**config.mk**
```make
export PLATFORM = sky130hd
export DESIGN_NAME = iptrie_ram
export DESIGN_NICKNAME = d
export VERILOG_FILES = /design/src/design/ipv4_trie_longest_prefix_match_macros.svh /design/src/design/iptrie_ram.sv
export SDC_FILE = /design/constraint.sdc
export NUM_CORES = 1
export LEC_CHECK = 0
export BUFFER_PORTS_ARGS = -buffer_cell sky130_fd_sc_hd__buf_4
export CORE_ASPECT_RATIO = 2
export CORE_UTILIZATION = 35
export CTS_CLUSTER_SIZE = 20
export DETAILED_ROUTE_END_ITERATION = 12
export GPL_TIMING_DRIVEN = 0
export HOLD_SLACK_MARGIN = 0.06
export PLACE_DENSITY = 0.62
export SKIP_CTS_REPAIR_TIMING = 1
export SLEW_MARGIN = 10
export SYNTH_ARGS = -nofsm -noshare
export SYNTH_HDL_FRONTEND = slang
export SYNTH_SLANG_ARGS = --single-unit
```
**constraint.sdc**
```tcl
create_clock -name clock -period 2.2 [get_ports clock]
set_clock_uncertainty 0.1 [all_clocks]
set_input_delay 0.44 -clock clock [delete_from_list [all_inputs] [get_ports clock]]
set_output_delay 0.44 -clock clock [all_outputs]
set_load 0.05 [all_outputs]
```
**src/design/ipv4_trie_longest_prefix_match_macros.svh**
```systemverilog
// Assertion macros for the routing table RTL.
`ifndef IPV4_TRIE_LONGEST_PREFIX_MATCH_MACROS_SVH
`define IPV4_TRIE_LONGEST_PREFIX_MATCH_MACROS_SVH
`ifndef ASSERT_OFF
`define IPTRIE_ASSERT_IMPLY(lbl, clk, rst, ante, cons) \
   lbl: assert property (@(posedge clk) disable iff (rst) (ante) |-> (cons)) \
      else $error("implication check failed");
`define IPTRIE_ASSERT_NEXT(lbl, clk, rst, ante, cons) \
   lbl: assert property (@(posedge clk) disable iff (rst) (ante) |=> (cons)) \
      else $error("next-cycle check failed");
`else
`define IPTRIE_ASSERT_IMPLY(lbl, clk, rst, ante, cons)
`define IPTRIE_ASSERT_NEXT(lbl, clk, rst, ante, cons)
`endif
`endif

```
**src/design/iptrie_ram.sv**
```systemverilog
// Generic single-write, single-read RAM with registered read data.
`default_nettype none
module iptrie_ram #(
   parameter int WIDTH = 8,
   parameter int DEPTH = 64
) (
   input  wire logic                     clock,
   input  wire logic                     we,
   input  wire logic [$clog2(DEPTH)-1:0] waddr,
   input  wire logic [WIDTH-1:0]         wdata,
   input  wire logic                     re,
   input  wire logic [$clog2(DEPTH)-1:0] raddr,
   output logic      [WIDTH-1:0]         rdata
);
   logic [WIDTH-1:0] mem [DEPTH];

   always_ff @(posedge clock) begin
      if (we) begin
         mem[waddr] <= wdata;
      end
      if (re) begin
         rdata <= mem[raddr];
      end
   end
endmodule
`default_nettype wire

```
* Yosys cells after proc, flatten, opt, wreduce, memory -nomap -nowiden
Memory sizes are Yosys's and may differ from the RTL's. A register that Yosys moved wholly into a read port is not among the register bits.
Index checks and enable logic that the tools add are counted.
** Operators by class
- Mux-type cells :: 2
** Operators with widths (count)
- 1-bit two-way mux :: 2
** Storage, ports and cells
- Bits in writable memories :: 512
- Word-level logic and storage cells :: 3
- Output and inout bits :: 8
- Flip-flop bits (word level) :: 0
- Input port bits :: 23
- Memories :: 1
** Memories
- mem :: depth 64, bits a word 8, rd ports 1, clocked after Yosys merged registers in 1, wr ports 1, line iptrie_ram.sv:15 : logic [WIDTH-1:0] mem [DEPTH];

* Depth between registers and ports, before layout
Gate-level depths: netlist (run 1).
- Depth after elaboration :: 2
- Depth in mapped cells :: 9
- Gate-level depth less buffers :: 5

* Worst setup path before layout (run 1)
OpenSTA, ideal clock, no wires.
- Path type :: input -> register
- Start point :: in raddr[1]
- End point :: reg rdata[3] (read register of mem), data pin
- Data arrival time :: 1980 ps
- Required time :: 1834 ps
- Stages on the path :: 7
- Path slack :: -146 ps
- Path buffers :: 3
- Setup time :: 266 ps
- Cells stage by stage :: buf_4 > buf_2 > buf_2 > mux4_2 > mux4_2 > o21ai_1 > o41ai_1
** RTL lines
- start: declaration :: line iptrie_ram.sv:12 : input wire logic [$clog2(DEPTH)-1:0] raddr,
- end: declaration :: line iptrie_ram.sv:13 : output logic [WIDTH-1:0] rdata

* Final worst setup path (run 1)
- Start point :: in waddr[2]
- End point :: mem mem[5][3] (enable)
** RTL lines
- start: declaration :: line iptrie_ram.sv:9 : input wire logic [$clog2(DEPTH)-1:0] waddr,
- end: declaration :: line iptrie_ram.sv:15
No word-level cell before the write port.

==> results of run 1 <==
==> through the flow <==
| stage | cells | instance area (µm²) | utilization, % | hold slack [ns] | setup slack, ns |
|---|---|---|---|---|---|
| 6_report | 1794 | 23000 | 40.4 | 0.0738 | -0.156 |
| 5_1_grt | 1794 | 23000 | 40.4 | 0.0818 | -0.196 |
| 3_5_place_dp | 1718 | 21400 | 37.5 | 0.652 | -1.22 |
| 3_3_place_gp | 1718 | 21400 | 37.5 | 0.641 | -1.20 |
| 4_1_cts | 1793 | 22700 | 39.8 | 0.0659 | -0.640 |
| 2_1_floorplan | 940 | 20300 | - | 0.439 | -0.0253 |
==> cells in the mapped netlist (6+ instances only) <==
cell type / count / area (µm²)
nor2_1: 83 / 312
nor3_1: 7 / 35.0
clkbuf_1: 17 / 63.8
buf_4: 13 / 97.6
mux2i_1: 23 / 230
nand3_1: 13 / 65.1
buf_2: 11 / 55.1
a221oi_1: 6 / 52.6
nor2b_1: 14 / 87.6
nand2b_1: 7 / 43.8
mux2_2: 13 / 146
edfxtp_1: 520 / 15600
o221ai_1: 8 / 70.1
mux4_2: 126 / 2840
nand2_1: 19 / 71.3
o22ai_1: 8 / 50.1
==> cell type report <==
| class | count | area, µm² |
|---|---|---|
| buffer | 50 | 442 |
| clock buffer | 53 | 1110 |
| timing repair buffer | 24 | 180 |
| sequential | 520 | 15600 |
| tap | 756 | 946 |
| multi-input combinational | 369 | 4520 |
| clock inverter | 22 | 234 |
| fill | 5135 | 34000 |
==> logic make-up (layout without fill, tap and decap cells) <==
logic type / count (synthesis) / count (layout) / synth area share [%]
buf+inv: 51 / 149 / 1.56
simple gates: 153 / 153 / 3.37
mux: 162 / 162 / 15.9
compound gates: 54 / 54 / 2.06
flops: 520 / 520 / 77.1
==> layer usage <==
layer	part of all wire, %	wire length [µm]	vias up	GRT usage (%)
li1	-	-	4052	-
met1	31	16000	5026	17.7
met2	56	29300	378	34.2
met3	5.0	2590	156	2.40
met4	8.0	4160	4	12.8
met5	0.052	27	-	0
==> worst paths after layout <==
kind / slack [ns] / start / end
setup / recovery: -0.16 / waddr[2] / mem[5][3]
setup reg to reg: -0.01 / mem[50][3] / rdata[3]
hold reg to reg: 0.85 / mem[31][6] / rdata[6]
hold / removal: 0.07 / re / rdata[6]
==> worst max-delay path: cells and delay by family <==
family	cells	cell delay (ns)
buffers and inverters	1	0.38
and+or+nand+nor	3	1.60
==> power breakdown <==
part / switching, mW / internal [mW] / total (mW)
Clock: 3.39 / 4.18 / 7.57
Combinational: 0.815 / 0.444 / 1.26
Sequential: 0.0218 / 11.0 / 11.0
Total: 4.23 / 15.6 / 19.8
==> flip-flops by register name, summed over array words and instances, names as in the netlist <==
| register | cells |
|---|---|
| mem | 512 |
| rdata | 8 |
==> impl_metrics.py, run 1 <==
metrics = {
    "timing": {
        "fmaxAchievable_ghz": 0.424,
        "timing.setup.tns_ns": -6.97,
        "hold_viol": 0,
        "setup_ws_ns": -0.156,
        "fin_crit_sh_pct": 107,
        "min_period_ns": 2.36,
        "relSlewSlack_pct": 34.9,
        "setup_viol": 114,
        "tightest_slew_ns": 0.973,
        "maxSlewViolCount": 0,
        "rsz0062_at_grt": "true",
    },
    "synthesis": {
        "yosys.cell_types.count": 39,
        "netlist_area_mm2": 0.0202,
        "yosys_warnings": 0,
        "syn_avg_cell_area_um2": 21.5,
        "ys_ff_latch": 520,
        "synth_cells": 940,
        "synth-main-ff-cell": "edfxtp_1",
        "yosysSeqAreaShare_pct": 77.1,
        "synth_edf_count": 520,
        "ys_async_sr_fraction_pct": 0,
        "synth_nets": 963,
    },
    "finish": {
        "nNetsFinal": 1030,
        "n_antenna_cell": 0,
        "areaGrowthSynthToFinish_pct": 13.8,
        "layout-drive-gt1-share_pct": 29.0,
        "final_common_cell": "edfxtp_1",
        "final_cell_mix": "520 x edfxtp_1, 126 x mux4_2, 66 x nor2_1, 43 x clkbuf_16, 30 x buf_4",
    },
    "worst_setup_path": {
        "cp_slowest_stage_delay_ns": 0.92,
        "cp_max_fo": 10,
        "worst_r2r_path_depth": 4,
        "worstPathArrival_ns": 2.43,
        "crit_path_end_kind": "flop",
        "startpoint_type": "input pin",
        "crit_slowest_cell": "nor2_1",
        "worstSetupPathType": "input pin to flop",
        "cp.required_ns": 2.28,
        "crit_path_cell_trace": "clkbuf_1 > nor2b_1 > nand3_1 > nor2_1",
    },
    "clock_network": {
        "cts_buffer_depth": 3,
        "numCtsBuffers": 42,
        "cts_tree": "built",
        "htreeDepth": 2,
        "cts.sinks": 520,
        "path_clk_slew_ns": 0.07,
        "clock-root-buffer": "clkbuf_16",
        "insertion_delay_ns": 0.57,
    },
    "grt": {
        "grt_pass1_wl_um": 73000,
        "grt_max_degree": 65,
        "gr-total-overflow": 0,
        "antenna_found_initial": 2,
        "grt_pass1_vias": 10307,
        "track_usage_pct": 18.1,
    },
    "placed_design": {
        "portBuffers": 22,
        "place_hpwl_um": 36100,
        "globalplace.congestion": 0.905,
    },
    "power": {
        "power.total_mw": 19.8,
        "leakagePower_nw": 7.00,
        "ir_drop_mv": 0.499,
        "power_density_mw_per_mm2": 861,
    },
    "worst_hold_path": {
        "min_path_cells": 1,
        "hold_class": "input pin to flop",
    },
    "route": {
        "dr.pass1.iters": 5,
        "drcViolationCount": 0,
        "ant_nets": 0,
        "vias": 9616,
        "viasPerCell": 5.36,
        "finalWirelength_um": 52100,
        "drt-wirelength-per-cell_um": 29.0,
        "drtIter0Drc": 745,
    },
    "die": {
        "fp.dieArea_mm2": 0.0589,
        "die_height_um": 342,
        "core_area_mm2": 0.0571,
        "num_io_pins": 31,
        "die_x_um": 172,
        "start_util_pct": 35.5,
        "row_count": 124,
    },
    "outcome": {
        "outcome": "finished with violations",
        "violations": "setup timing",
    },
    "flow_run": {
        "maxCapViolCount": 0,
    },
}
Power figures use the tool's default switching activity.
==> run 2, diff against run 1 <==
Settings changed: CORE_MARGIN from default to 3.
==> run 2 against run 1 <==
Effect of this change:
- the run still ends with setup timing left
- sequential power barely moved
- critical path depth did not move
- wire length fell by 0.75%
- largest power group unchanged
- highest routed layer is now met4
==> impl_metrics.py, run 2 (synthesis results as in run 1) <==
metrics = {
    "worst_setup_path": {
        "worstPathArrival_ns": 2.46,
        "setup.worst_path.end": "mem[61][5]",
        "worst_r2r_path_depth": 5,
        "startpoint": "waddr[2]",
        "crit_path_end_kind": "flop",
        "cp_max_fo": 10,
        "startpoint_type": "input pin",
        "r2r-start": "mem[20][4]",
        "r2r_slack_ns": 0.02,
        "r2r_end": "rdata[4]",
        "cp.required_ns": 2.30,
        "worstSetupPathType": "input pin to flop",
    },
    "grt": {
        "grt_pass1_wl_um": 72800,
        "gr-total-overflow": 0,
        "grt_pass1_vias": 10247,
        "grt_max_degree": 65,
        "antenna_found_initial": 0,
        "track_usage_pct": 16.9,
    },
    "worst_hold_path": {
        "hold_class": "input pin to flop",
    },
    "route": {
        "drcViolationCount": 0,
        "viasPerCell": 5.34,
        "vias": 9590,
        "ant_nets": 0,
        "finalWirelength_um": 51700,
        "drtIter0Drc": 817,
        "dr.pass1.iters": 5,
        "drt-wirelength-per-cell_um": 28.8,
    },
    "power": {
        "comb_power_share_pct": 6.3,
        "leakagePower_nw": 7.01,
        "ir_drop_mv": 0.529,
        "pwr-share-clk_pct": 38.8,
        "p_int_mw": 15.7,
        "power_density_mw_per_mm2": 866,
        "p_seq_share_pct": 55.0,
        "power_switching_share_pct": 21.4,
        "power.total_mw": 20.0,
        "switchingPower_mw": 4.28,
    },
    "clock_network": {
        "htreeDepth": 2,
        "insertion_delay_ns": 0.58,
        "numCtsBuffers": 42,
        "cts.sinks": 520,
        "cts_tree": "built",
        "cts_buffer_depth": 3,
        "path_clk_slew_ns": 0.07,
        "clock-root-buffer": "clkbuf_16",
    },
    "die": {
        "die_x_um": 176,
        "start_util_pct": 35.4,
        "num_io_pins": 31,
        "core_area_mm2": 0.0572,
        "die_height_um": 346,
        "row_count": 124,
        "fp.dieArea_mm2": 0.0609,
    },
    "finish": {
        "layout-drive-gt1-share_pct": 31.1,
        "final_common_cell": "edfxtp_1",
        "reg.largest.list": "mem (512), rdata (8)",
        "largest_reg_flops": 512,
        "final_cell_mix": "520 x edfxtp_1, 126 x mux4_2, 53 x nor2_1, 43 x clkbuf_16, 31 x buf_4",
        "nNetsFinal": 1030,
        "areaGrowthSynthToFinish_pct": 14.2,
        "top_register": "mem",
    },
    "timing": {
        "setup_viol": 70,
        "rsz0062_at_grt": "true",
        "fin_hold_ws_ns": 0.0759,
        "timing.setup.tns_ns": -5.73,
        "relSlewSlack_pct": 37.1,
        "fin_crit_sh_pct": 107,
        "hold_viol": 0,
        "setup_ws_ns": -0.162,
        "tightest_slew_ns": 0.940,
        "maxSlewViolCount": 0,
        "fmaxAchievable_ghz": 0.423,
        "min_period_ns": 2.36,
    },
    "placed_design": {
        "globalplace.congestion": 0.895,
        "portBuffers": 22,
        "place_hpwl_um": 35800,
        "place_ws_ns": -1.22,
    },
    "outcome": {
        "outcome": "finished with violations",
        "violations": "setup timing",
    },
    "flow_run": {
        "maxCapViolCount": 0,
    },
}
-- run 2: changes by cell type in the layout (fill, tap and decap cells not counted), moves of 3 or more --
cell,delta
nor2_1,-13
nor2_2,+12
mux2i_2,+4
mux2i_4,-3
-- run 2: critical path, stage by stage --
cell and delay (ns):
clkbuf_1 0.37, nor2b_1 0.23, nand3_1 0.57, nor2_1 0.84
-- run 2: layout make-up --
| class | count | area (µm²) |
|---|---|---|
| Timing Repair Buffer | 23 | 173 |
| Clock inverter | 22 | 279 |
| Clock buffer | 53 | 1110 |
| Multi-Input combinational cell | 369 | 4560 |
| Buffer | 51 | 440 |
| Tap cell | 756 | 946 |
| Antenna cell | 2 | 5.00 |
| Fill cell | 4940 | 34100 |
| Sequential cell | 520 | 15600 |
-- run 2: power by group through the flow --
stage	clock network [mW]	registers (mW)	logic [mW]
after floorplan	0	11.3	0.592
after global placement	0	11.2	1.17
after detailed placement	0	11.2	1.19
after CTS	7.89	11.0	1.20
after global routing	8.24	11.0	1.30
final	7.76	11.0	1.25
-- run 2: metrics by stage --
stage          instance area [µm²]  instances  utilization, %
3_3_place_gp                 21400       1718            37.4
5_1_grt                      23100       1794            40.4
2_1_floorplan                20300        940               -
3_5_place_dp                 21400       1718            37.4
6_report                     23100       1796            40.4
4_1_cts                      22800       1793            39.8
-- run 2: how the worst min path moves through the flow --
stage | depth (start not counted) | slack (ns) | start | to
finish | 1 | 0.08 | re | rdata[4]
global route | 1 | 0.07 | re | rdata[4]
floorplan | 0 | 0.44 | wdata[0] | mem[0][0]
detailed placement | 1 | 0.66 | re | rdata[0]
CTS | 1 | 0.05 | re | rdata[4]
global placement | 1 | 0.64 | re | rdata[0]
-- run 2: routing by layer --
layer / track usage (%) / wire (µm) / share of wire, %
met1: 16.4 / 16100 / 31
met2: 32.5 / 29100 / 56
met3: 2.06 / 2220 / 4.3
met4: 11.4 / 4210 / 8.1
met5: 0 / 0 / 0
