**src/design/ipv4_trie_longest_prefix_match_macros.svh**
```systemverilog
// Assertion macros for the routing table RTL.
`ifndef IPV4_TRIE_LONGEST_PREFIX_MATCH_MACROS_SVH
`define IPV4_TRIE_LONGEST_PREFIX_MATCH_MACROS_SVH
`ifndef ASSERT_OFF
`define IPTRIE_ASSERT_IMPLY(lbl, clk, rst, ante, cons) \
   lbl: assert property (@(posedge clk) disable iff (rst) (ante) |-> (cons)) \
      else $error("implication check failed");
`define IPTRIE_ASSERT_NEXT(lbl, clk, rst, ante, cons) \
   lbl: assert property (@(posedge clk) disable iff (rst) (ante) |=> (cons)) \
      else $error("next-cycle check failed");
`else
`define IPTRIE_ASSERT_IMPLY(lbl, clk, rst, ante, cons)
`define IPTRIE_ASSERT_NEXT(lbl, clk, rst, ante, cons)
`endif
`endif

```
**src/design/iptrie_pkg.sv**
```systemverilog
// Types, constants and command codes of the IPv4 trie routing table.
`default_nettype none
package iptrie_pkg;
   localparam int NODE_COUNT_DEFAULT = 4096;
   localparam int ADDRESS_BITS       = 32;
   localparam int CMD_W              = 2;
   localparam int LEN_W              = 6;
   localparam int IFACE_W            = 8;
   localparam int METRIC_W           = 16;
   localparam int ROUTES_W           = 13;
   localparam int REQ_DATA_W         = 96;
   localparam int REQ_USER_W         = 2;
   localparam int RSP_DATA_W         = 112;
   localparam int RSP_USER_W         = 2;

   typedef enum logic [CMD_W-1:0] {
      CMD_ADD    = 2'd0,
      CMD_LOOKUP = 2'd1,
      CMD_CLEAR  = 2'd2
   } cmd_type;

   typedef enum logic [1:0] {
      ST_IDLE,
      ST_WALK,
      ST_ROUTE,
      ST_SETTLE
   } walk_state_type;

   // where the current node's links come from
   typedef enum logic [1:0] {
      SRC_ROOT,
      SRC_RAM,
      SRC_NEW
   } node_src_type;

   typedef logic [ADDRESS_BITS-1:0] addr_type;
   typedef logic [LEN_W-1:0]        len_type;
   typedef logic [ROUTES_W-1:0]     routes_type;

   typedef struct packed {
      addr_type              prefix;
      len_type               length;
      addr_type              gateway;
      logic [IFACE_W-1:0]    iface;
      logic [METRIC_W-1:0]   metric;
   } route_entry_type;

   typedef struct packed {
      logic [CMD_W-1:0]      cmd;
      addr_type              address;
      len_type               length;
      addr_type              gateway;
      logic [IFACE_W-1:0]    iface;
      logic [METRIC_W-1:0]   metric;
   } request_type;

   typedef struct packed {
      logic                  valid;
      logic                  found;
      logic                  table_full;
      route_entry_type       entry;
      routes_type            routes;
   } result_type;
endpackage
`default_nettype wire

```
**src/design/iptrie_walker.sv**
```systemverilog
// Trie walk engine: command sequencing, node allocation and memory accesses.
`default_nettype none
module iptrie_walker #(
   parameter int NODE_COUNT = iptrie_pkg::NODE_COUNT_DEFAULT
) (
   input  wire logic                               clock,
   input  wire logic                               reset,
   input  wire logic                               req_valid,
   output logic                                    req_ready,
   input  wire iptrie_pkg::request_type            req_item,
   input  wire logic                               out_free,
   output iptrie_pkg::result_type                  result,
   output logic                                    node_we,
   output logic [$clog2(NODE_COUNT)-1:0]           node_waddr,
   output logic [2*$clog2(NODE_COUNT):0]           node_wdata,
   output logic                                    node_re,
   output logic [$clog2(NODE_COUNT)-1:0]           node_raddr,
   input  wire logic [2*$clog2(NODE_COUNT):0]      node_rdata,
   output logic                                    route_we,
   output logic [$clog2(NODE_COUNT)-1:0]           route_waddr,
   output iptrie_pkg::route_entry_type             route_wdata,
   output logic                                    route_re,
   output logic [$clog2(NODE_COUNT)-1:0]           route_raddr,
   input  wire iptrie_pkg::route_entry_type        route_rdata
);
   localparam int IW     = $clog2(NODE_COUNT);
   localparam int NODE_W = 2 * IW + 1;
   localparam logic [IW:0] POOL_SIZE = NODE_COUNT[IW:0];

   typedef logic [IW-1:0] node_idx_type;
   typedef logic [IW:0]   count_type;

   iptrie_pkg::walk_state_type  state_ff, state_in;
   logic [iptrie_pkg::CMD_W-1:0] cmd_ff, cmd_in;
   iptrie_pkg::addr_type        path_ff, path_in;
   iptrie_pkg::len_type         lvl_ff, lvl_in;
   iptrie_pkg::len_type         target_ff, target_in;
   node_idx_type                node_ff, node_in;
   iptrie_pkg::node_src_type    src_ff, src_in;
   logic                        have_ff, have_in;
   node_idx_type                best_ff, best_in;
   iptrie_pkg::route_entry_type entry_ff, entry_in;
   count_type                   used_ff, used_in;
   count_type                   total_ff, total_in;
   node_idx_type                root_left_ff, root_left_in;
   node_idx_type                root_right_ff, root_right_in;
   logic                        root_present_ff, root_present_in;

   node_idx_type         cur_left, cur_right, child, new_idx, eff_best;
   logic                 cur_present, go_bit, child_none, at_end, pool_empty;
   logic                 is_add, is_lookup, is_clear, walk_done, eff_have;
   iptrie_pkg::len_type  len_clamped, mask_shift;
   iptrie_pkg::addr_type prefix_mask;

   always_comb begin
      case (src_ff)
         iptrie_pkg::SRC_ROOT: begin
            cur_left    = root_left_ff;
            cur_right   = root_right_ff;
            cur_present = root_present_ff;
         end
         iptrie_pkg::SRC_RAM: begin
            cur_left    = node_rdata[NODE_W-1 -: IW];
            cur_right   = node_rdata[IW:1];
            cur_present = node_rdata[0];
         end
         default: begin
            cur_left    = '0;
            cur_right   = '0;
            cur_present = 1'b0;
         end
      endcase
   end

   assign go_bit     = path_ff[iptrie_pkg::ADDRESS_BITS-1];
   assign child      = go_bit ? cur_right : cur_left;
   assign child_none = (child == '0);
   assign at_end     = (lvl_ff == target_ff);
   assign pool_empty = (used_ff >= POOL_SIZE);
   assign new_idx    = used_ff[IW-1:0];
   assign is_add     = (cmd_ff == iptrie_pkg::CMD_ADD);
   assign is_lookup  = (cmd_ff == iptrie_pkg::CMD_LOOKUP);
   assign is_clear   = (cmd_ff == iptrie_pkg::CMD_CLEAR);
   assign eff_have   = have_ff | cur_present;
   assign eff_best   = cur_present ? node_ff : best_ff;
   assign walk_done  = is_add ? (at_end || (child_none && pool_empty))
                              : (at_end || child_none);
   assign req_ready  = (state_ff == iptrie_pkg::ST_IDLE);

   assign len_clamped = (req_item.length > iptrie_pkg::len_type'(iptrie_pkg::ADDRESS_BITS))
                      ? iptrie_pkg::len_type'(iptrie_pkg::ADDRESS_BITS) : req_item.length;
   assign mask_shift  = iptrie_pkg::len_type'(iptrie_pkg::ADDRESS_BITS) - len_clamped;
   assign prefix_mask = (len_clamped == '0) ? '0
                      : ({iptrie_pkg::ADDRESS_BITS{1'b1}} << mask_shift);

   // next state
   always_comb begin
      state_in = state_ff;
      case (state_ff)
         iptrie_pkg::ST_IDLE: begin
            if (req_valid) begin
               if (req_item.cmd == iptrie_pkg::CMD_ADD ||
                   req_item.cmd == iptrie_pkg::CMD_LOOKUP) begin
                  state_in = iptrie_pkg::ST_WALK;
               end else begin
                  state_in = iptrie_pkg::ST_SETTLE;
               end
            end
         end
         iptrie_pkg::ST_WALK: begin
            if (walk_done) begin
               if (is_lookup) begin
                  state_in = iptrie_pkg::ST_ROUTE;
               end else if (out_free) begin
                  state_in = iptrie_pkg::ST_IDLE;
               end
            end
         end
         iptrie_pkg::ST_ROUTE, iptrie_pkg::ST_SETTLE: begin
            if (out_free) begin
               state_in = iptrie_pkg::ST_IDLE;
            end
         end
         default: state_in = iptrie_pkg::ST_IDLE;
      endcase
   end

   // datapath, memory accesses and result
   always_comb begin
      cmd_in          = cmd_ff;
      path_in         = path_ff;
      lvl_in          = lvl_ff;
      target_in       = target_ff;
      node_in         = node_ff;
      src_in          = src_ff;
      have_in         = have_ff;
      best_in         = best_ff;
      entry_in        = entry_ff;
      used_in         = used_ff;
      total_in        = total_ff;
      root_left_in    = root_left_ff;
      root_right_in   = root_right_ff;
      root_present_in = root_present_ff;
      node_we         = 1'b0;
      node_waddr      = node_ff;
      node_wdata      = {cur_left, cur_right, cur_present};
      node_re         = 1'b0;
      node_raddr      = child;
      route_we        = 1'b0;
      route_waddr     = node_ff;
      route_wdata     = entry_ff;
      route_re        = 1'b0;
      route_raddr     = eff_best;
      result          = '0;
      case (state_ff)
         iptrie_pkg::ST_IDLE: begin
            if (req_valid) begin
               cmd_in          = req_item.cmd;
               lvl_in          = '0;
               node_in         = '0;
               src_in          = iptrie_pkg::SRC_ROOT;
               have_in         = 1'b0;
               best_in         = '0;
               entry_in.prefix   = req_item.address & prefix_mask;
               entry_in.length   = len_clamped;
               entry_in.gateway  = req_item.gateway;
               entry_in.iface    = req_item.iface;
               entry_in.metric   = req_item.metric;
               if (req_item.cmd == iptrie_pkg::CMD_ADD) begin
                  path_in   = req_item.address & prefix_mask;
                  target_in = len_clamped;
               end else begin
                  path_in   = req_item.address;
                  target_in = iptrie_pkg::len_type'(iptrie_pkg::ADDRESS_BITS);
               end
            end
         end
         iptrie_pkg::ST_WALK: begin
            if (is_add) begin
               if (at_end) begin
                  if (out_free) begin
                     if (src_ff == iptrie_pkg::SRC_ROOT) begin
                        root_present_in = 1'b1;
                     end else begin
                        node_we    = 1'b1;
                        node_wdata = {cur_left, cur_right, 1'b1};
                     end
                     route_we     = 1'b1;
                     total_in     = total_ff + count_type'(!cur_present);
                     result.valid = 1'b1;
                  end
               end else if (!child_none) begin
                  node_re = 1'b1;
                  node_in = child;
                  src_in  = iptrie_pkg::SRC_RAM;
                  lvl_in  = lvl_ff + iptrie_pkg::len_type'(1);
                  path_in = path_ff << 1;
               end else if (pool_empty) begin
                  if (out_free) begin
                     // a node taken on this walk must still be written cleared
                     if (src_ff == iptrie_pkg::SRC_NEW) begin
                        node_we    = 1'b1;
                        node_wdata = '0;
                     end
                     result.valid      = 1'b1;
                     result.table_full = 1'b1;
                  end
               end else begin
                  if (src_ff == iptrie_pkg::SRC_ROOT) begin
                     if (go_bit) begin
                        root_right_in = new_idx;
                     end else begin
                        root_left_in = new_idx;
                     end
                  end else begin
                     node_we    = 1'b1;
                     node_wdata = go_bit ? {cur_left, new_idx, cur_present}
                                         : {new_idx, cur_right, cur_present};
                  end
                  used_in = used_ff + count_type'(1);
                  node_in = new_idx;
                  src_in  = iptrie_pkg::SRC_NEW;
                  lvl_in  = lvl_ff + iptrie_pkg::len_type'(1);
                  path_in = path_ff << 1;
               end
            end else begin
               have_in = eff_have;
               best_in = eff_best;
               if (at_end || child_none) begin
                  route_re = 1'b1;
               end else begin
                  node_re = 1'b1;
                  node_in = child;
                  src_in  = iptrie_pkg::SRC_RAM;
                  lvl_in  = lvl_ff + iptrie_pkg::len_type'(1);
                  path_in = path_ff << 1;
               end
            end
         end
         iptrie_pkg::ST_ROUTE: begin
            if (out_free) begin
               result.valid = 1'b1;
               result.found = have_ff;
               result.entry = have_ff ? route_rdata : '0;
            end
         end
         iptrie_pkg::ST_SETTLE: begin
            if (out_free) begin
               if (is_clear) begin
                  used_in         = count_type'(1);
                  total_in        = '0;
                  root_left_in    = '0;
                  root_right_in   = '0;
                  root_present_in = 1'b0;
               end
               result.valid = 1'b1;
            end
         end
         default: ;
      endcase
      result.routes = iptrie_pkg::routes_type'(total_in);
   end

   always_ff @(posedge clock) begin
      if (reset) begin
         state_ff        <= iptrie_pkg::ST_IDLE;
         used_ff         <= count_type'(1);
         total_ff        <= '0;
         root_left_ff    <= '0;
         root_right_ff   <= '0;
         root_present_ff <= 1'b0;
      end else begin
         state_ff        <= state_in;
         used_ff         <= used_in;
         total_ff        <= total_in;
         root_left_ff    <= root_left_in;
         root_right_ff   <= root_right_in;
         root_present_ff <= root_present_in;
      end
   end

   always_ff @(posedge clock) begin
      cmd_ff    <= cmd_in;
      path_ff   <= path_in;
      lvl_ff    <= lvl_in;
      target_ff <= target_in;
      node_ff   <= node_in;
      src_ff    <= src_in;
      have_ff   <= have_in;
      best_ff   <= best_in;
      entry_ff  <= entry_in;
   end
endmodule
`default_nettype wire

```
**config.mk**
```make
export PLATFORM = sky130hd
export DESIGN_NAME = iptrie_walker
export DESIGN_NICKNAME = d
export VERILOG_FILES = /design/src/design/ipv4_trie_longest_prefix_match_macros.svh /design/src/design/iptrie_pkg.sv /design/src/design/iptrie_walker.sv
export SDC_FILE = /design/constraint.sdc
export NUM_CORES = 1
export LEC_CHECK = 0
export ABC_CLOCK_PERIOD_IN_PS = 13500
export BUFFER_PORTS_ARGS = -buffer_cell sky130_fd_sc_hd__buf_4
export CORE_AREA = 5 5 190 192
export DETAILED_ROUTE_END_ITERATION = 16
export DIE_AREA = 0 0 195 197
export PLACE_DENSITY_LB_ADDON = 0.15
export SLEW_MARGIN = 20
export SYNTH_ARGS = -nofsm -noshare
export SYNTH_HDL_FRONTEND = slang
export SYNTH_SLANG_ARGS = --single-unit
export TNS_END_PERCENT = 10
```
**constraint.sdc**
```tcl
create_clock -name clock -period 13.5 [get_ports clock]
set_clock_uncertainty 0.2 [all_clocks]
set_input_delay 0.675 -clock clock [delete_from_list [all_inputs] [get_ports clock]]
set_output_delay 0.675 -clock clock [all_outputs]
set_load 0.1 [all_outputs]
```
# Yosys cells after proc, flatten, opt, wreduce, memory -nomap -nowiden
# Index checks and enable logic that the tools add are counted.
# op_classes
n_addsub,4
magnitude_cmp,2
eq_ne,26
shift,1
n_mux,129
bitwise_logic,2
n_reduce_logical,22
# op_table
operator,n
2-to-1 mux 94 bit,3
2-to-1 mux 12 bit,23
2-to-1 mux 32 bit,8
2-to-1 mux 25 bit,9
one-hot mux 12 bit (2 select lines),6
2-to-1 mux 13 bit,11
one-hot mux 32 bit (2 select lines),1
one-hot mux 13 bit (2 select lines),2
2-to-1 mux 6 bit,7
2-to-1 mux 1 bit,40
bitwise AND 32 bit,1
<< shifter 32 x 6 -> 32 bit (first input constant),1
inequality test 2 bit (second input constant),14
2-to-1 mux 2 bit,12
AND reduction 9 bit,2
AND reduction 7 bit,2
adder 13 x 1 -> 13 bit,1
adder 13 x 1 -> 13 bit (second input constant),1
>= comparator 13 bit (second input constant),1
zero test 12 bit,1
one-hot mux 6 bit (2 select lines),1
== test 2 x 1 -> 1 bit (second input constant),4
== test 2 bit (second input constant),4
zero test 2 bit,4
20 further kinds,27
# totals
regBits,220
input_bits,219
wordCells,205

# Depth between registers and ports, before layout
# Gate-level depths: netlist of run 1.
# logic_depth
ltp_word,9
depth_mapped,11
depth_no_buf,9

# Worst setup path after synthesis of run 1
# Ideal clock, no wire load.
# synth_path
path_kind,register to register
startpoint,register src_ff[1]
endpoint,"register lvl_ff[0], enable pin"
setup_time_ps,534
arrival_time_ps,5172
t_required_ps,12766
path_slack_ps,7594
path_stages_with_launch,7
path_buffers,1
path_cell_list,edfxtp_1 nor2_1 o21ai_1 nand4_2 buf_2 a21boi_1 o21ai_0
# synth_via
elab_chain_cells,7
# synth_lines
element,line,source
from (decl),iptrie_walker.sv:39,"iptrie_pkg::node_src_type src_ff, src_in;"
from (signal assigned),iptrie_walker.sv:288,src_ff <= src_in;
== test 2 x 1 -> 1 bit or zero test 2 bit (tied branches),iptrie_walker.sv:56,case (src_ff)
one-hot mux 12 bit (2 select lines),iptrie_walker.sv:56,
2-to-1 mux 12 bit *,iptrie_walker.sv:76,assign child = go_bit ? cur_right : cur_left;
zero test 12 bit *,iptrie_walker.sv:77,assign child_none = (child == '0);
logical OR 1 bit,iptrie_walker.sv:229,if (at_end || child_none) begin
inequality test 3 bit (no line),-,
AND reduction 5 bit (no line) *,-,
to (signal assigned),iptrie_walker.sv:285,lvl_ff <= lvl_in;
to (decl),iptrie_walker.sv:36,"iptrie_pkg::len_type lvl_ff, lvl_in;"
# Every way passes the cells marked *; elsewhere a longest branch is shown, timed or not.
# A chain may end at the register's enable or synchronous reset.

==> metrics.cfg, run 1 <==
[status]
status=finished, final reports clean

[critical_path]
r2r-end=path_ff[4]
r2r_cells=7
crit_path_start_kind=flop
crit_end=result[107]
r2r_slack_ns=9.67
arrival_ns=3.91
r2r_start=src_ff[0]
crit_required_ns=12.62
endpoint_kind=primary output
worstSetupPathType=flop to primary output
worstSetupStartpoint=src_ff[0]
cp_max_fo=41

[placement]
place_congestion=0.932
port_buffers=500
dp.cells=1904
dp_hpwl_um=34700

[grt]
globalRouteMet3Util_pct=4.41
antenna_found_initial=2
grt.total_usage_pct=21.6
grt_max_degree=96
grtUsageMet2_pct=36.6
first_global_vias=9857
use_met1_pct=27.4
overflow=0
grt_pass1_wl_um=64300
top_usage_layer=met2

[clocking]
cts-root-buf=clkbuf_16
ctsLongestPathBuffers=3
cts_buffers=26
clock-sinks=220
insertion_delay_ns=0.52
cts_max_level=1
clkTransAtPathRegs_ns=0.06
cts-resized-gates=0
tritoncts=built
post-cts-setup-buffer-count=0
postCtsHoldBufs=0

[logic_synthesis]
synth-seq-cells=220
synthFlopType=edfxtp_1
synthTopCellsByArea=edfxtp_1, dfxtp_1, and2_1
syn-num-nets=1248
synth_edf_count=167
synth.most_common_cell=edfxtp_1
syn_area_per_cell_um2=11.1
synthCells=1019
yosys_warnings=0
synthArstFlopShare_pct=0
ys_seq_area_share_pct=53.7
synth_cell_type_count=72
yosys.area.top_type=edfxtp_1
synth_area_um2=11300
synth_top_area_share_pct=44.3
synth_common_cells=edfxtp_1, and2_1, nand2_1

[floorplanning]
rows=68
dieHeight_um=197
io_pins=501
start_util_pct=33.1
core_um2=34200
die-area_um2=38400
die_x_um=195

[timing]
finalSetupViolCount=0
fmax_mhz=209
rsz0062_at_grt=no
timing.setup.tns_ns=0
finalHoldViolations=0
slew_viol_final=0
post-route-period-util_pct=35.5
slew_headroom_pct=35.2
fin_crit_ns=4.79
worst_pin_slew_ns=0.964

[power_and_ir_drop]
p_int_mw=1.64
p_seq_share_pct=29.9
p_leak_nw=6.88
cellPowerDensity_nw_per_um2=200
swShare_pct=49.5
p_switching_mw=1.60
peakVddDrop_mv=0.152
clock_power_share_pct=20.6
comb_power_share_pct=49.5

[finish]
synthToLayoutAreaGrowth_pct=43.0
fin_nets=1706
drive_gt1_share_pct=40.3
layout.cells.non_filler=1950

[detailed_routing]
dr.pass1.iters=5
ant_nets=0
num_vias=9824
drc=0
drt_iter0_drc=724
avgViaCountPerCell=5.04
drt-total-wl_um=44500
wl_per_cell_um=22.8

[worst_hold_path]
hold_class=primary input to flop

[job]
maxCapViolations=0

-- kinds of logic (layout without fill, tap and decap cells) --
logic type                 after synthesis  count (layout)  synth area share [%]
DFF                                    220             220                  53.7
xor gates and xnor gates                11              11                 0.851
AOI/OAI and AO/OA                      203             203                  13.3
adders and majority gates               10              10                  1.10
buffers and inverters                  110             584                  4.34
muxes                                   73              73                  7.91
and+or+nand+nor                        392             392                  18.8
other                                    0               2                     0
-- metrics by stage --
step | utilization (%) | hold WS, ns | worst slack, ns | area (um^2) | total power [mW]
floorplan | - | 0.240 | 7.59 | 11300 | 2.24
global placement | 45.0 | 0.251 | 9.05 | 15400 | 2.59
detailed placement | 45.0 | 0.285 | 9.10 | 15400 | 2.59
CTS | 47.3 | 0.0897 | 8.64 | 16200 | 3.27
global route | 47.3 | 0.103 | 8.42 | 16200 | 3.36
finish | 47.3 | 0.126 | 8.71 | 16200 | 3.24
-- layer usage --
metal  routed length [um]  vias to the layer above
met5                    0                        -
met4                 1690                        0
met3                 2870                       80
met2                22200                      374
met1                17800                     4729
li1                     -                     4641
-- critical path, stage by stage, from the launching register on --
cell and delay [ns]:
edfxtp_1 0.32, buf_4 0.52, nor2_1 0.33, a22oi_1 0.27, nand4_2 0.61, a21boi_0 0.51, nor3b_1 0.42, buf_4 0.37
-- final cells by class --
cell class	instances	area, um^2
fillers	3259	18000
flip-flops and latches	220	6080
multi-input cells	689	4780
repair buffers	514	3860
clock buffers	30	687
well taps	455	569
clock inverters	14	118
inverters	26	100
diodes	2	5.00
-- state kept, by name (all words and copies together) (netlist names), 12 cells and up --
register / count
route_wdata: 94
path_ff: 32
total_ff: 13
used_ff: 13
best_ff: 12
node_waddr: 12
root_left_ff: 12
root_right_ff: 12
-- power by group through the flow --
stage / combinational [mW] / clock [mW] / sequential, mW
floorplan: 0.847 / 0 / 1.39
global placement: 1.61 / 0 / 0.981
detailed placement: 1.61 / 0 / 0.983
CTS: 1.61 / 0.688 / 0.971
global route: 1.66 / 0.715 / 0.985
finish: 1.60 / 0.668 / 0.970
-- layout by cell type (no fill, tap or decap), types with 12 or more instances in the layout --
master | synthesis | layout
and2_1 | 116 | 116
nand4_1 | 14 | 14
nor2_1 | 45 | 45
inv_1 | 26 | 25
mux2i_1 | 49 | 49
a21oi_1 | 32 | 32
edfxtp_1 | 167 | 167
mux2_2 | 12 | 12
clkbuf_16 | 0 | 27
o2bb2ai_1 | 24 | 24
o21ai_0 | 45 | 43
a22o_1 | 36 | 36
nor2b_1 | 36 | 34
dfxtp_1 | 53 | 53
mux4_2 | 12 | 12
nand2_1 | 94 | 94
nand3_1 | 15 | 15
nor3_1 | 12 | 12
buf_4 | 15 | 514
-- worst min-delay path by stage --
stage / slack, ns / to / start / depth (start not counted)
5_1_grt: 0.10 / route_wdata[0] / req_item[0] / 1
4_1_cts: 0.09 / route_wdata[0] / req_item[0] / 1
6_report: 0.13 / route_wdata[14] / req_item[14] / 1
3_5_place_dp: 0.29 / root_present_ff / root_present_ff / 1
3_3_place_gp: 0.25 / root_present_ff / root_present_ff / 1
2_1_floorplan: 0.24 / root_present_ff / root_present_ff / 1
Power figures use the tool's default switching activity.
==> run 2, diff against run 1 <==
Settings changed: ABC_AREA set to 1, ABC_CLOCK_PERIOD_IN_PS 13500 to 4090, CORE_AREA 5 5 190 192 to 5 5 191 193, DIE_AREA 0 0 195 197 to 0 0 196 198.
Clock period 13.5 ns to 4.09 ns, I/O delays scaled along.
==> run 2 against run 1 <==
Effect of this change:
- clock-buffer cell count increased by 4
- wire length increased by 22%
- combinational power increased to 2.7 times the previous value
- non-clock buffer count increased by 108
- die area increased by 1.0%
- clock power increased to 3.3 times the previous value
- final area increased by 10%
- setup slack got worse by 8.5 ns
- worst hold slack got worse by 0.10 ns
- area after synthesis increased by 4.8%
- largest power group unchanged
==> metrics.cfg, run 2 <==
[status]
status=finished, final reports clean

[critical_path]
r2r-end=node_waddr[9]
crit_required_ns=3.69
endpoint_kind=primary output
r2r_start=src_ff[1]
worstSetupPathType=flop to primary output
r2r_slack_ns=0.76
r2r_cells=12
arrival_ns=3.47
cp_max_fo=49
crit_path_start_kind=flop

[floorplanning]
core_um2=34400
io_pins=501
dieHeight_um=198
die_x_um=196
die-area_um2=38800
rows=68
start_util_pct=34.5

[logic_synthesis]
ys_seq_area_share_pct=51.2
synthArstFlopShare_pct=0
syn_area_per_cell_um2=7.76
synth.most_common_cell=nand2_1
synthFlopType=edfxtp_1
syn-num-nets=1758
yosys.area.top_type=edfxtp_1
synth_common_cells=nand2_1, nor2_1, inv_1
synth_area_um2=11900
synth-seq-cells=220
synthCells=1529
synthTopCellsByArea=edfxtp_1, nand2_1, nor2_1
synth_cell_type_count=39
yosys_warnings=0
synth_edf_count=167
synth_top_area_share_pct=42.2

[worst_hold_path]
hold_class=primary input to flop
hold_end=route_wdata[57]
hold_depth=3
min_from=req_item[57]

[timing]
finalSetupViolCount=0
slew_headroom_pct=41.4
fin_crit_ns=3.88
slew_viol_final=0
finalHoldViolations=0
worst_pin_slew_ns=0.879
post-route-period-util_pct=94.8
timing.setup.tns_ns=0
rsz0062_at_grt=no
fmax_mhz=258

[finish]
final_cell_mix=buf_4, nand2_1, nor2_1
fin_nets=2327
n_fill_cell=3332
layout.core_utilization_pct=52.0
drive_gt1_share_pct=28.1
synthToLayoutAreaGrowth_pct=50.6
final_area_um2=17900
layout.cells.most_common=buf_4
largest_register_ffs=94

[placement]
place_congestion=0.938
postPlaceCellArea_um2=16100
dp_hpwl_um=42000
port_buffers=500

[clocking]
cts-resized-gates=0
clkTransAtPathRegs_ns=0.06
ctsLongestPathBuffers=3
cts-root-buf=clkbuf_16
cts_buffers=26
clock-sinks=220
insertion_delay_ns=0.53
tritoncts=built
cts_max_level=1

[detailed_routing]
drc=0
dr.pass1.iters=5
drt_iter0_drc=1179
num_vias=12521
drt-total-wl_um=54200
ant_nets=0
wl_per_cell_um=21.0
avgViaCountPerCell=4.86

[grt]
grt.total_usage_pct=26.3
grt_max_degree=57
grt_pass1_wl_um=77600
first_global_vias=12073
overflow=0
antenna_found_initial=5

[power_and_ir_drop]
p_leak_nw=8.84
cellPowerDensity_nw_per_um2=529
peakVddDrop_mv=0.380

[job]
maxCapViolations=0

==> run 2: changes by cell type after synthesis, sizes merged, moves of 12 or more <==
cell / before / now
nor2: 45 / 302
inv: 26 / 261
nand2: 94 / 323
and2: 117 / 0
nand3: 15 / 88
mux2i: 49 / 0
a22o: 36 / 0
nor2b: 36 / 0
o2bb2ai: 24 / 0
a31oi: 4 / 27
o211ai: 1 / 24
mux2: 12 / 0
mux4: 12 / 0
==> run 2: worst max path at each step <==
stage | slack [ns] | to | start
floorplan | -0.75 | result[107] | path_ff[31]
finish | 0.21 | node_wdata[4] | src_ff[1]
global route | 0.03 | node_wdata[4] | src_ff[1]
CTS | 0.24 | node_wdata[4] | src_ff[0]
detailed placement | 0.80 | path_ff[27] | src_ff[0]
global placement | 0.85 | node_wdata[4] | src_ff[0]
==> run 2: cell families after synthesis <==
kind of cell	count (synthesis)	synth area share, %
and+or+nand+nor	782	27.3
adders and majority gates	10	1.05
AOI/OAI and AO/OA	162	7.94
xor gates and xnor gates	11	0.812
DFF	220	51.2
buffers and inverters	344	11.8
==> run 2: critical path, cell delays in order (launching register included) <==
cell and delay (ns):
edfxtp_1 0.50, nor2_4 0.60, nand2_1 0.21, nand3_1 0.14, nand2_1 0.10, nand2_1 0.08
nor2_2 0.06, nand2_1 0.10, nor2_4 0.06, nand2_4 0.17, nor2_2 0.07, buf_12 0.18
a31oi_1 0.30, buf_4 0.35
==> run 2: repair_timing <==
item	in CTS	in global routing
hold buffers	98	0
hold endpoints to repair	153	0
endpoints found under the setup margin	0	3
buffers inserted	0	1
==> run 2: final cells by class <==
cell class	instances	area [um^2]	area share, %
multi-input cells	965	4460	24.9
inverters	263	987	5.52
flip-flops and latches	220	6080	34.0
clock buffers	34	702	3.93
repair buffers	622	4960	27.8
diodes	5	12.5	0.0700
well taps	455	569	3.18
clock inverters	13	114	0.637
==> run 2: report_power, final <==
part,internal [mW],leakage [nW],switching [mW],total [mW]
Sequential,2.79,2.08,0.187,2.97
Combinational,0.922,6.37,3.34,4.26
Clock,1.33,0.395,0.903,2.23
==> run 2: per-layer routing <==
| metal | global-route usage, % | up-vias | wire length [um] |
|---|---|---|---|
| met2 | 42.0 | 573 | 24600 |
| met4 | 5.97 | 0 | 1340 |
| met1 | 35.3 | 5837 | 23000 |
| li1 | - | 6026 | - |
| met5 | 0 | - | 0 |
| met3 | 8.22 | 85 | 5290 |
==> run 2: per-stage QoR <==
stage | hold slack (ns) | power [mW] | std cells | setup slack, ns
final | 0.0221 | 9.46 | 2577 | 0.214
after floorplan | 0.103 | 6.05 | 1529 | -0.754
after CTS | 0.00241 | 9.50 | 2571 | 0.237
after global placement | 0.183 | 7.17 | 2426 | 0.848
after detailed placement | 0.184 | 7.17 | 2426 | 0.803
after global routing | 0.0517 | 9.82 | 2575 | 0.0256
